==> config.mk <==
export PLATFORM = sky130hd
export DESIGN_NAME = trial_division_prime_test_core
export DESIGN_NICKNAME = d
export VERILOG_FILES = /design/src/rtl/tdpt_pkg.sv /design/src/rtl/tdpt_useq.sv /design/src/rtl/tdpt_datapath.sv /design/src/rtl/trial_division_prime_test_core.sv
export SDC_FILE = /design/constraint.sdc
export NUM_CORES = 1
export LEC_CHECK = 0
export ABC_AREA = 1
export BUFFER_PORTS_ARGS = -buffer_cell sky130_fd_sc_hd__clkbuf_2
export CORE_UTILIZATION = 45
export CTS_CLUSTER_DIAMETER = 200
export DETAILED_ROUTE_END_ITERATION = 12
export SKIP_CTS_REPAIR_TIMING = 1
export SYNTH_ARGS = -nofsm -noshare
export SYNTH_HDL_FRONTEND = slang
export SYNTH_SLANG_ARGS = --single-unit
==> constraint.sdc <==
create_clock -name clk -period 5.2 [get_ports clk]
set_clock_uncertainty 0.05 [all_clocks]
set_input_delay 0.26 -clock clk [delete_from_list [all_inputs] [get_ports clk]]
set_output_delay 0.26 -clock clk [all_outputs]
set_load 0.02 [all_outputs]
==> src/rtl/tdpt_pkg.sv <==
// tdpt_pkg: shared types, constants and the microcode table of the
// trial-division prime test. No dependencies.
`default_nettype none

package tdpt_pkg;

	// default operand width
	localparam int VALUE_WIDTH_DEF = 31;

	// first odd trial divisor, its square, and the divisor step
	localparam int FIRST_DIV = 3;
	localparam int FIRST_SQ  = 9;
	localparam int DIV_INC   = 2;
	localparam int SQ_BIAS   = 4;

	// microprogram step addresses
	typedef enum logic [2:0] {
		S_IDLE  = 3'd0,
		S_SMALL = 3'd1,
		S_SQ    = 3'd2,
		S_DIV   = 3'd3,
		S_TEST  = 3'd4,
		S_EMIT  = 3'd5
	} step_t;

	// branch conditions
	typedef enum logic [2:0] {
		C_IN_VALID,
		C_TRIVIAL,
		C_SQ_GT,
		C_BIT_LAST,
		C_REM_ZERO,
		C_OUT_FREE
	} cond_t;

	// datapath operations
	typedef enum logic [3:0] {
		OP_NOP,
		OP_LOAD,
		OP_SET_TRIV,
		OP_SET_PRIME,
		OP_DIV_INIT,
		OP_DIV_STEP,
		OP_SET_COMP,
		OP_ADV_D,
		OP_EMIT
	} op_t;

	// one control word: condition, then op and target for each outcome
	typedef struct packed {
		cond_t cond;
		op_t   op_hit;
		step_t tgt_hit;
		op_t   op_miss;
		step_t tgt_miss;
	} uword_t;

	// datapath status seen by the sequencer
	typedef struct packed {
		logic trivial;
		logic sq_gt;
		logic bit_last;
		logic rem_zero;
		logic out_free;
	} stat_t;

	// microcode read-only table
	function automatic uword_t ucode_rom(input step_t addr);
		uword_t w;
		unique case (addr)
			S_IDLE:  w = '{C_IN_VALID, OP_LOAD,      S_SMALL, OP_NOP,      S_IDLE};
			S_SMALL: w = '{C_TRIVIAL,  OP_SET_TRIV,  S_EMIT,  OP_NOP,      S_SQ};
			S_SQ:    w = '{C_SQ_GT,    OP_SET_PRIME, S_EMIT,  OP_DIV_INIT, S_DIV};
			S_DIV:   w = '{C_BIT_LAST, OP_DIV_STEP,  S_TEST,  OP_DIV_STEP, S_DIV};
			S_TEST:  w = '{C_REM_ZERO, OP_SET_COMP,  S_EMIT,  OP_ADV_D,    S_SQ};
			S_EMIT:  w = '{C_OUT_FREE, OP_EMIT,      S_IDLE,  OP_NOP,      S_EMIT};
			default: w = '{C_OUT_FREE, OP_NOP,       S_IDLE,  OP_NOP,      S_IDLE};
		endcase
		return w;
	endfunction

endpackage

`default_nettype wire

==> src/rtl/tdpt_useq.sv <==
// tdpt_useq: microcode sequencer with step counter and conditional jumps.
// Depends on tdpt_pkg for the control word table and types.
`default_nettype none

module tdpt_useq import tdpt_pkg::*; (
	input  wire       clk,
	input  wire       arst_n,
	input  wire       in_valid,
	input  var stat_t stat,
	output op_t       op,
	output logic      in_ready
);

	step_t  upc_q;
	step_t  upc_nxt;
	uword_t uw;
	logic   hit;

	// fetch control word and evaluate its condition
	always_comb begin
		uw = ucode_rom(upc_q);
		unique case (uw.cond)
			C_IN_VALID: hit = in_valid;
			C_TRIVIAL:  hit = stat.trivial;
			C_SQ_GT:    hit = stat.sq_gt;
			C_BIT_LAST: hit = stat.bit_last;
			C_REM_ZERO: hit = stat.rem_zero;
			C_OUT_FREE: hit = stat.out_free;
			default:    hit = 1'b0;
		endcase
	end

	// next step
	always_comb begin
		upc_nxt = hit ? uw.tgt_hit : uw.tgt_miss;
	end

	// outputs of the current step
	always_comb begin
		op       = hit ? uw.op_hit : uw.op_miss;
		in_ready = (upc_q == S_IDLE);
	end

	// step counter
	always_ff @(posedge clk or negedge arst_n) begin
		if (!arst_n) begin
			upc_q <= S_IDLE;
		end else begin
			upc_q <= upc_nxt;
		end
	end

endmodule

`default_nettype wire

==> src/rtl/tdpt_datapath.sv <==
// tdpt_datapath: operand, divisor, running square, bit-serial remainder
// and result register. Depends on tdpt_pkg; driven by tdpt_useq.
`default_nettype none

module tdpt_datapath import tdpt_pkg::*; #(
	parameter int VALUE_WIDTH = VALUE_WIDTH_DEF
) (
	input  wire                    clk,
	input  wire                    arst_n,
	input  var op_t                op,
	input  wire [VALUE_WIDTH-1:0]  value,
	input  wire                    out_ready,
	output stat_t                  stat,
	output logic                   out_valid,
	output logic [VALUE_WIDTH-1:0] tested_value,
	output logic                   is_prime
);

	localparam int DW  = (VALUE_WIDTH + 1) / 2 + 2;
	localparam int SQW = VALUE_WIDTH + 2;
	localparam int CW  = $clog2(VALUE_WIDTH);

	logic [VALUE_WIDTH-1:0] v_q;
	logic [DW-1:0]          d_q;
	logic [SQW-1:0]         sq_q;
	logic [DW-1:0]          rem_q;
	logic [CW-1:0]          idx_q;
	logic                   prime_q;
	logic                   out_valid_q;
	logic [VALUE_WIDTH-1:0] tested_value_q;
	logic                   is_prime_q;

	logic [DW:0]  shifted;
	logic [DW:0]  diff;
	logic         ge;
	logic [SQW-1:0] sq_inc;

	// one restoring division step
	always_comb begin
		shifted = {rem_q, v_q[idx_q]};
		diff    = shifted - {1'b0, d_q};
		ge      = (shifted >= {1'b0, d_q});
		sq_inc  = SQW'({d_q, 2'b00}) + SQW'(SQ_BIAS);
	end

	// status back to the sequencer
	always_comb begin
		stat.trivial  = (v_q < VALUE_WIDTH'(3)) || !v_q[0];
		stat.sq_gt    = (sq_q > {2'b00, v_q});
		stat.bit_last = (idx_q == '0);
		stat.rem_zero = (rem_q == '0);
		stat.out_free = !out_valid_q || out_ready;
	end

	// working registers
	always_ff @(posedge clk) begin
		case (op)
			OP_LOAD: begin
				v_q  <= value;
				d_q  <= DW'(FIRST_DIV);
				sq_q <= SQW'(FIRST_SQ);
			end
			OP_SET_TRIV: begin
				prime_q <= (v_q == VALUE_WIDTH'(2));
			end
			OP_SET_PRIME: begin
				prime_q <= 1'b1;
			end
			OP_SET_COMP: begin
				prime_q <= 1'b0;
			end
			OP_DIV_INIT: begin
				rem_q <= '0;
				idx_q <= CW'(VALUE_WIDTH - 1);
			end
			OP_DIV_STEP: begin
				rem_q <= ge ? diff[DW-1:0] : shifted[DW-1:0];
				idx_q <= idx_q - CW'(1);
			end
			OP_ADV_D: begin
				d_q  <= d_q + DW'(DIV_INC);
				sq_q <= sq_q + sq_inc;
			end
			OP_EMIT: begin
				tested_value_q <= v_q;
				is_prime_q     <= prime_q;
			end
			default: begin
			end
		endcase
	end

	// result register valid flag
	always_ff @(posedge clk or negedge arst_n) begin
		if (!arst_n) begin
			out_valid_q <= 1'b0;
		end else if (op == OP_EMIT) begin
			out_valid_q <= 1'b1;
		end else if (out_ready) begin
			out_valid_q <= 1'b0;
		end
	end

	assign out_valid    = out_valid_q;
	assign tested_value = tested_value_q;
	assign is_prime     = is_prime_q;

endmodule

`default_nettype wire

==> src/rtl/trial_division_prime_test_core.sv <==
// Trial-division prime test, one odd divisor at a time.
// Request in: value on in_valid/in_ready. Request out: tested_value and
// is_prime on out_valid/out_ready, exactly one per input request.
// Control is a six-step microprogram in tdpt_useq; tdpt_datapath holds the
// operand, the divisor d with its running square, and a bit-serial divider.
// Zero, one, two and even values skip the divisor loop, and odd values below
// nine leave it at the first square check; otherwise each trial divisor
// takes a square check, VALUE_WIDTH remainder bits and a zero test. Worst
// case at 31 bits is roughly 23170 divisors tried.
// One request is worked at a time; in_ready is high only in the idle step.
// The result sits in an output register, so a new request is accepted while
// the previous result waits; a stalled receiver blocks only the next emit.
// Reset (asynchronous, active low) returns the sequencer to idle and drops
// out_valid; nothing is kept between requests.
`default_nettype none

module trial_division_prime_test_core import tdpt_pkg::*; #(
	parameter int VALUE_WIDTH = VALUE_WIDTH_DEF
) (
	input  wire                    clk,
	input  wire                    arst_n,
	input  wire                    in_valid,
	output logic                   in_ready,
	input  wire [VALUE_WIDTH-1:0]  value,
	output logic                   out_valid,
	input  wire                    out_ready,
	output logic [VALUE_WIDTH-1:0] tested_value,
	output logic                   is_prime
);

	op_t   op;
	stat_t stat;

	// sequencer
	tdpt_useq u_useq (
		.clk      (clk),
		.arst_n   (arst_n),
		.in_valid (in_valid),
		.stat     (stat),
		.op       (op),
		.in_ready (in_ready)
	);

	// datapath
	tdpt_datapath #(
		.VALUE_WIDTH (VALUE_WIDTH)
	) u_datapath (
		.clk          (clk),
		.arst_n       (arst_n),
		.op           (op),
		.value        (value),
		.out_ready    (out_ready),
		.stat         (stat),
		.out_valid    (out_valid),
		.tested_value (tested_value),
		.is_prime     (is_prime)
	);

`ifndef ASSERT_OFF
	// one request at a time
	a_one_at_a_time: assert property (@(posedge clk) disable iff (!arst_n)
		in_valid && in_ready |=> !in_ready)
		else $error("request accepted while another is in progress");

	// a prime flag is only raised for two or an odd value
	a_prime_odd: assert property (@(posedge clk) disable iff (!arst_n)
		out_valid && is_prime |-> (tested_value == VALUE_WIDTH'(2)) || tested_value[0])
		else $error("even value other than two flagged prime");

	// zero and one are never prime
	a_small_comp: assert property (@(posedge clk) disable iff (!arst_n)
		out_valid && (tested_value < VALUE_WIDTH'(2)) |-> !is_prime)
		else $error("zero or one flagged prime");
`endif

endmodule

`default_nettype wire
---- After elaboration in Yosys (flattened, before gate mapping) ----
Cells that the tools add are included.
cells by class
  multiplexer cells ....................... 14
  $add $sub $neg .......................... 5
  order comparisons ....................... 4
  reductions and logical operators ........ 12
  eq/ne operators ......................... 19
operators with widths
  kind                                                                            number
  17-bit one-hot mux with 6 select lines                                          1
  18-bit one-hot mux with 2 select lines                                          2
  33-bit one-hot mux with 2 select lines                                          1
  33-bit adder                                                                    1
  33-bit by 31-bit greater-than comparator with 1-bit output                      1
  31-bit by 2-bit == test with 1-bit output (second input constant)               1
  31-bit by 2-bit less-than comparator with 1-bit output (second input constant)  1
  20-bit by 3-bit adder with 21-bit output (second input constant)                1
  19-bit by 18-bit >= comparator with 1-bit output                                1
  18-bit by 2-bit adder with 18-bit output (second input constant)                1
  18-bit logical NOT                                                              1
  18-bit two-way mux                                                              1
  18-bit subtractor                                                               1
  4-bit by 3-bit == test with 1-bit output (second input constant)                4
  3-bit by 2-bit == test with 1-bit output (second input constant)                4
  3-bit == test (second input constant)                                           4
  5-bit one-hot mux with 2 select lines                                           1
  4-bit by 2-bit == test with 1-bit output (second input constant)                2
  3-bit by 1-bit == test with 1-bit output (second input constant)                2
  3-bit logical NOT                                                               2
  5-bit by 6-bit less-than comparator with 1-bit output (second input constant)   1
  1-bit one-hot mux with 6 select lines                                           1
  2-bit nonzero test                                                              3
  1-bit binary-select mux with 5-bit select                                       1
  11 further kinds                                                                15
storage, ports and cells
  logic and storage cells ................. 64
  register bits after elaboration ......... 142

---- Depth between registers and ports, before layout ----
  depth in word-level cells ............... 7
  depth in mapped cells ................... 23
  gate-level depth less buffers ........... 23

---- By module ----
A second synthesis with hierarchy kept.
unflattened totals
  cells, all modules ...................... 982
  area, all modules ....................... 8907.3 µm²
modules (own cells, without submodules)
  module         seq. area each (µm²)  times used  area an instance (µm²)  cells each
  tdpt_datapath  4048.9                1           8552.0                  922
  tdpt_useq      75.1                  1           355.3                   60

---- Least setup slack after synthesis ----
No wires, ideal clock.
  path kind ............................... register to register
  start ................................... reg u_datapath.sq_q[28]
  end ..................................... reg u_datapath.d_q[10] (enable)
  path slack .............................. 1.871 ns
  stages on the path, launching flop included .. 12
  path buffers ............................ 2
  data arrival time ....................... 2.873 ns
  clock period less this slack ............ 3.329 ns
  cell sequence ........................... edfxtp_1 > ha_1 > nand4_1 > nor3_1 > nand4_1 > nor3b_1 > nor2_1 > o21ai_2 > nand3_2 > buf_6 > buf_6 > nand2_1
between the ends
  cells in the longest elaborated chain, start to end .. 5
RTL lines
  item                                                                                                         RTL line             text
  from (decl)                                                                                                  tdpt_datapath.sv:25  logic [SQW-1:0] sq_q;
  from (signal assigned)                                                                                       tdpt_datapath.sv:61  sq_q <= SQW'(FIRST_SQ);
  from (signal assigned)                                                                                       tdpt_datapath.sv:82  sq_q <= sq_q + sq_inc;
  33-bit by 31-bit greater-than comparator with 1-bit output *                                                 tdpt_datapath.sv:49  stat.sq_gt = (sq_q > {2'b00, v_q});
  1-bit one-hot mux with 6 select lines *                                                                      tdpt_useq.sv:22      unique case (uw.cond)
  4-bit two-way mux *                                                                                          tdpt_useq.sv:40      op = hit ? uw.op_hit : uw.op_miss;
  4-bit by 1-bit == test with 1-bit output / 4-bit by 3-bit == test with 1-bit output (equally long branches)  tdpt_datapath.sv:57  case (op)
  2-bit nonzero test (no source line) *                                                                        -
  to (signal assigned)                                                                                         tdpt_datapath.sv:60  d_q <= DW'(FIRST_DIV);
  to (signal assigned)                                                                                         tdpt_datapath.sv:81  d_q <= d_q + DW'(DIV_INC);
  to (decl)                                                                                                    tdpt_datapath.sv:24  logic [DW-1:0] d_q;
Every way passes the cells marked *; elsewhere a longest branch is shown, timed or not.
A chain may end at the register's enable or synchronous reset.

---- Worst setup path after layout ----
  start ................................... reg u_datapath.idx_q[0]
  end ..................................... reg u_datapath.rem_q[16] (data pin)
between the ends
  cells in the longest elaborated chain, start to end .. 5
RTL lines
  item                                                                                                     RTL line                                  text
  from (decl)                                                                                              tdpt_datapath.sv:27                       logic [CW-1:0] idx_q;
  from (signal assigned)                                                                                   tdpt_datapath.sv:74                       idx_q <= CW'(VALUE_WIDTH - 1);
  from (signal assigned)                                                                                   tdpt_datapath.sv:78                       idx_q <= idx_q - CW'(1);
  1-bit binary-select mux with 5-bit select / 5-bit logical NOT (equally long branches)                    tdpt_datapath.sv:40, tdpt_datapath.sv:50
  1-bit two-way mux (implied by the code) / 1-bit one-hot mux with 6 select lines (equally long branches)  tdpt_datapath.sv:40, tdpt_useq.sv:22
  18-bit subtractor, or another cell as far along                                                          tdpt_datapath.sv:41                       diff = shifted - {1'b0, d_q};
  18-bit two-way mux / 4-bit by 3-bit == test with 1-bit output (equally long branches)                    tdpt_datapath.sv:77, tdpt_datapath.sv:57
  18-bit one-hot mux with 2 select lines *                                                                 tdpt_datapath.sv:57
  to (signal assigned)                                                                                     tdpt_datapath.sv:77                       rem_q <= ge ? diff[DW-1:0] : shifted[DW-1:0];
  to (decl)                                                                                                tdpt_datapath.sv:26                       logic [DW-1:0] rem_q;
Every way passes the cells marked *; elsewhere a longest branch is shown, timed or not. The select of a mux whose other input is x is not followed.

==> metrics.cfg <==
[place]
port-buffer-count=68
place_ws_ns=1.63
numPlacedInstances=1303
dpl.hpwl_mm=16.7
place_congestion=0.907

[critical_path]
slowest_stage=edfxtp_1
end_kind=flip-flop
crit_path_max_fanout=18
path_cells=inv_4, nand2_1, nand3_1, nand3_1, nand2_1, nor2_1, nand2_1, and2_1, fa_1, nand3_1, nand2_1, nand3_1, o2111ai_1, a21oi_1, xor2_1, nand2_1, a21oi_2
crit_required_ns=5.43
slowest_delay_ns=0.79
worst_setup_path_start_kind=flip-flop
reg2reg_slack_ns=1.54
critical_path_class=flip-flop to flip-flop
crit_top_cell=nand2_1
arrival_ns=3.89

[floorplanning]
fp.dieW_um=142
std_cell_rows=50
chipHeight_um=142
core_area_mm2=0.0190
dieArea_mm2=0.0201
start_util_pct=46.4
ioPinCount=69

[timing]
rsz0062_at_grt=false
finalCritPeriodShare_pct=70.3
setup_tns_ns=0
post-route-min-period_ns=3.66
slew_headroom_pct=34.6
worst_slew_pin_slew_ns=0.977
setup_ws_ns=1.54
setup_viol=0
slew_violations=0
finalHoldViolations=0
fmax_ghz=0.273

[layout]
utilization_pct=54.3
instances_no_fill=1368
area_growth_pct=17.1
antenna_cells=0
fillers=1743
layout.nets=1198
drive_gt1_share_pct=12.7

[logic_synthesis]
syn_area_per_cell_um2=8.95
syn_area_mm2=0.00879
synth_ff_type=edfxtp_1
synth_seq_cells=138
synth_edf_count=134
yosysUniqueCellTypes=48
syn_nets=1085
ys_seq_area_share_pct=46.9
ys_warn_count=0
async_reset_ff_share_pct=2.90
syn_inst=982

[routing]
dr.pass1.iters=5
route.detailed.drc=0
initialDrtViolationCount=586
ant_nets=0
wl_per_cell_um=16.3
vias=7130
routed_wl_mm=22.3
viasPerCell=5.21

[clock_tree]
numCtsBuffers=17
cts_tree=done
clk_pin_slew_ns=0.07
clockRootBuffer=clkbuf_16
cts_max_level=4
cts.sinks=138
ctsLongestPathBuffers=2
worst_skew_pair.late_latency_ns=0.43

[grt]
grt_pass1_vias=6662
antenna_found_initial=0
grt_max_degree=47
grt_overflow_total=0
track_usage_pct=22.7
grt_first_pass_wirelength_mm=34.9

[job]
drv_cap=0

[power_and_ir_drop]
leakage_nw=4.48
ir_worst_vdd_v=0.000337
powerDensity_mw_per_mm2=587

[worst_hold_path]
hold_path_class=primary input to asynchronous set/reset pin

[status]
status=complete, no violations

metrics by stage:
stage               power [mW]  hold slack (ns)  instance area [µm²]
finish                    6.05            0.116                10300
global route              6.53            0.120                10300
CTS                       6.04           -0.438                 9970
detailed placement        4.80           0.0218                 9390
global placement          4.78           0.0246                 9390
floorplan                 4.09          -0.0856                 8790
metal layers:
metal  share of wire, %  global-route usage [%]
met1                 47                    31.9
met2                 47                    36.2
met3                5.1                    4.15
met4                1.1                    5.15
met5                  0                       0
synthesized netlist by cell type (7+ instances only):
master    count  area (µm²)
xnor2_1      13         114
buf_6         7        78.8
inv_2         8        30.0
nor3_1       17        85.1
xor2_1       26         228
ha_1         66         826
nand3_1      61         305
o21ai_1      15        75.1
nor2_1       96         360
nand4_1      21         131
nor4_1       16         100
a21oi_1      86         430
inv_1       137         514
edfxtp_1    134        4020
nand2_1     172         646
a21o_1        7        52.6
o21ai_0      31         155
registers in the layout, indices dropped and copies added (netlist names):
| signal | count |
|---|---|
| u_datapath.out_valid | 1 |
| u_datapath.sq_q | 30 |
| u_datapath.is_prime | 1 |
| u_useq.upc_q | 3 |
| u_datapath.rem_q | 18 |
| u_datapath.tested_value | 31 |
| u_datapath.d_q | 17 |
| u_datapath.prime_q | 1 |
| u_datapath.v_q | 31 |
| u_datapath.idx_q | 5 |
power breakdown:
group	switching, mW	total [mW]	internal [mW]	leakage, nW
Sequential	0.273	1.94	1.67	1.29
Clock	0.537	1.21	0.678	0.284
Combinational	1.91	2.89	0.981	2.91
critical path, delay by kind of cell, from the launching register on:
family	cells	cell delay (ns)
buf+inv	1	0.21
xor+xnor	1	0.18
flops	1	0.79
compound gates	3	0.62
simple gates	11	1.24
fa+ha+maj	1	0.42
cell usage in the layout (no fill, tap or decap), drive strengths merged, types with 5 or more instances in the layout:
cell	count
nand4	21
nand2	174
o21ai	48
clkbuf	85
buf	6
or2	5
a31oi	5
xor2	26
inv	154
a21oi	91
edfxtp	134
nor3	19
dlygate4sd3	33
ha	66
nor4	16
nor2	101
xnor2	13
a21o	7
clkinv	5
nand3	67
path summary, 6_finish.rpt:
path	startpoint	endpoint	depth (start not counted)
worst max-delay path	u_datapath.idx_q[0]	u_datapath.rem_q[16]	17
worst min-delay path	arst_n	u_datapath.out_valid	2
worst max register to register	u_datapath.idx_q[0]	u_datapath.rem_q[16]	17
worst min register to register	u_datapath.prime_q	u_datapath.is_prime	0
max in group asynchronous	arst_n	u_useq.upc_q[2]	2
min in group clk	in_valid	u_useq.upc_q[2]	4
area by class of cell:
cell class | count | area [µm²] | area share (%)
flip-flops and latches | 138 | 4120 | 40.0
clock inverters | 15 | 156 | 1.52
clock buffers | 17 | 425 | 4.13
multi-input cells | 685 | 4000 | 38.9
well taps | 260 | 325 | 3.16
repair buffers | 107 | 716 | 6.95
inverters | 146 | 551 | 5.34
logic make-up (layout without fill, tap and decap cells):
| family | Yosys count | after routing | share of synthesized area (%) |
|---|---|---|---|
| and+or+nand+nor | 412 | 412 | 21.2 |
| AOI/OAI and AO/OA | 166 | 166 | 10.5 |
| buffers and inverters | 159 | 285 | 7.64 |
| DFF | 138 | 138 | 46.9 |
| adders and majority gates | 68 | 68 | 9.85 |
| xor gates and xnor gates | 39 | 39 | 3.89 |
Power figures use the tool's default switching activity.
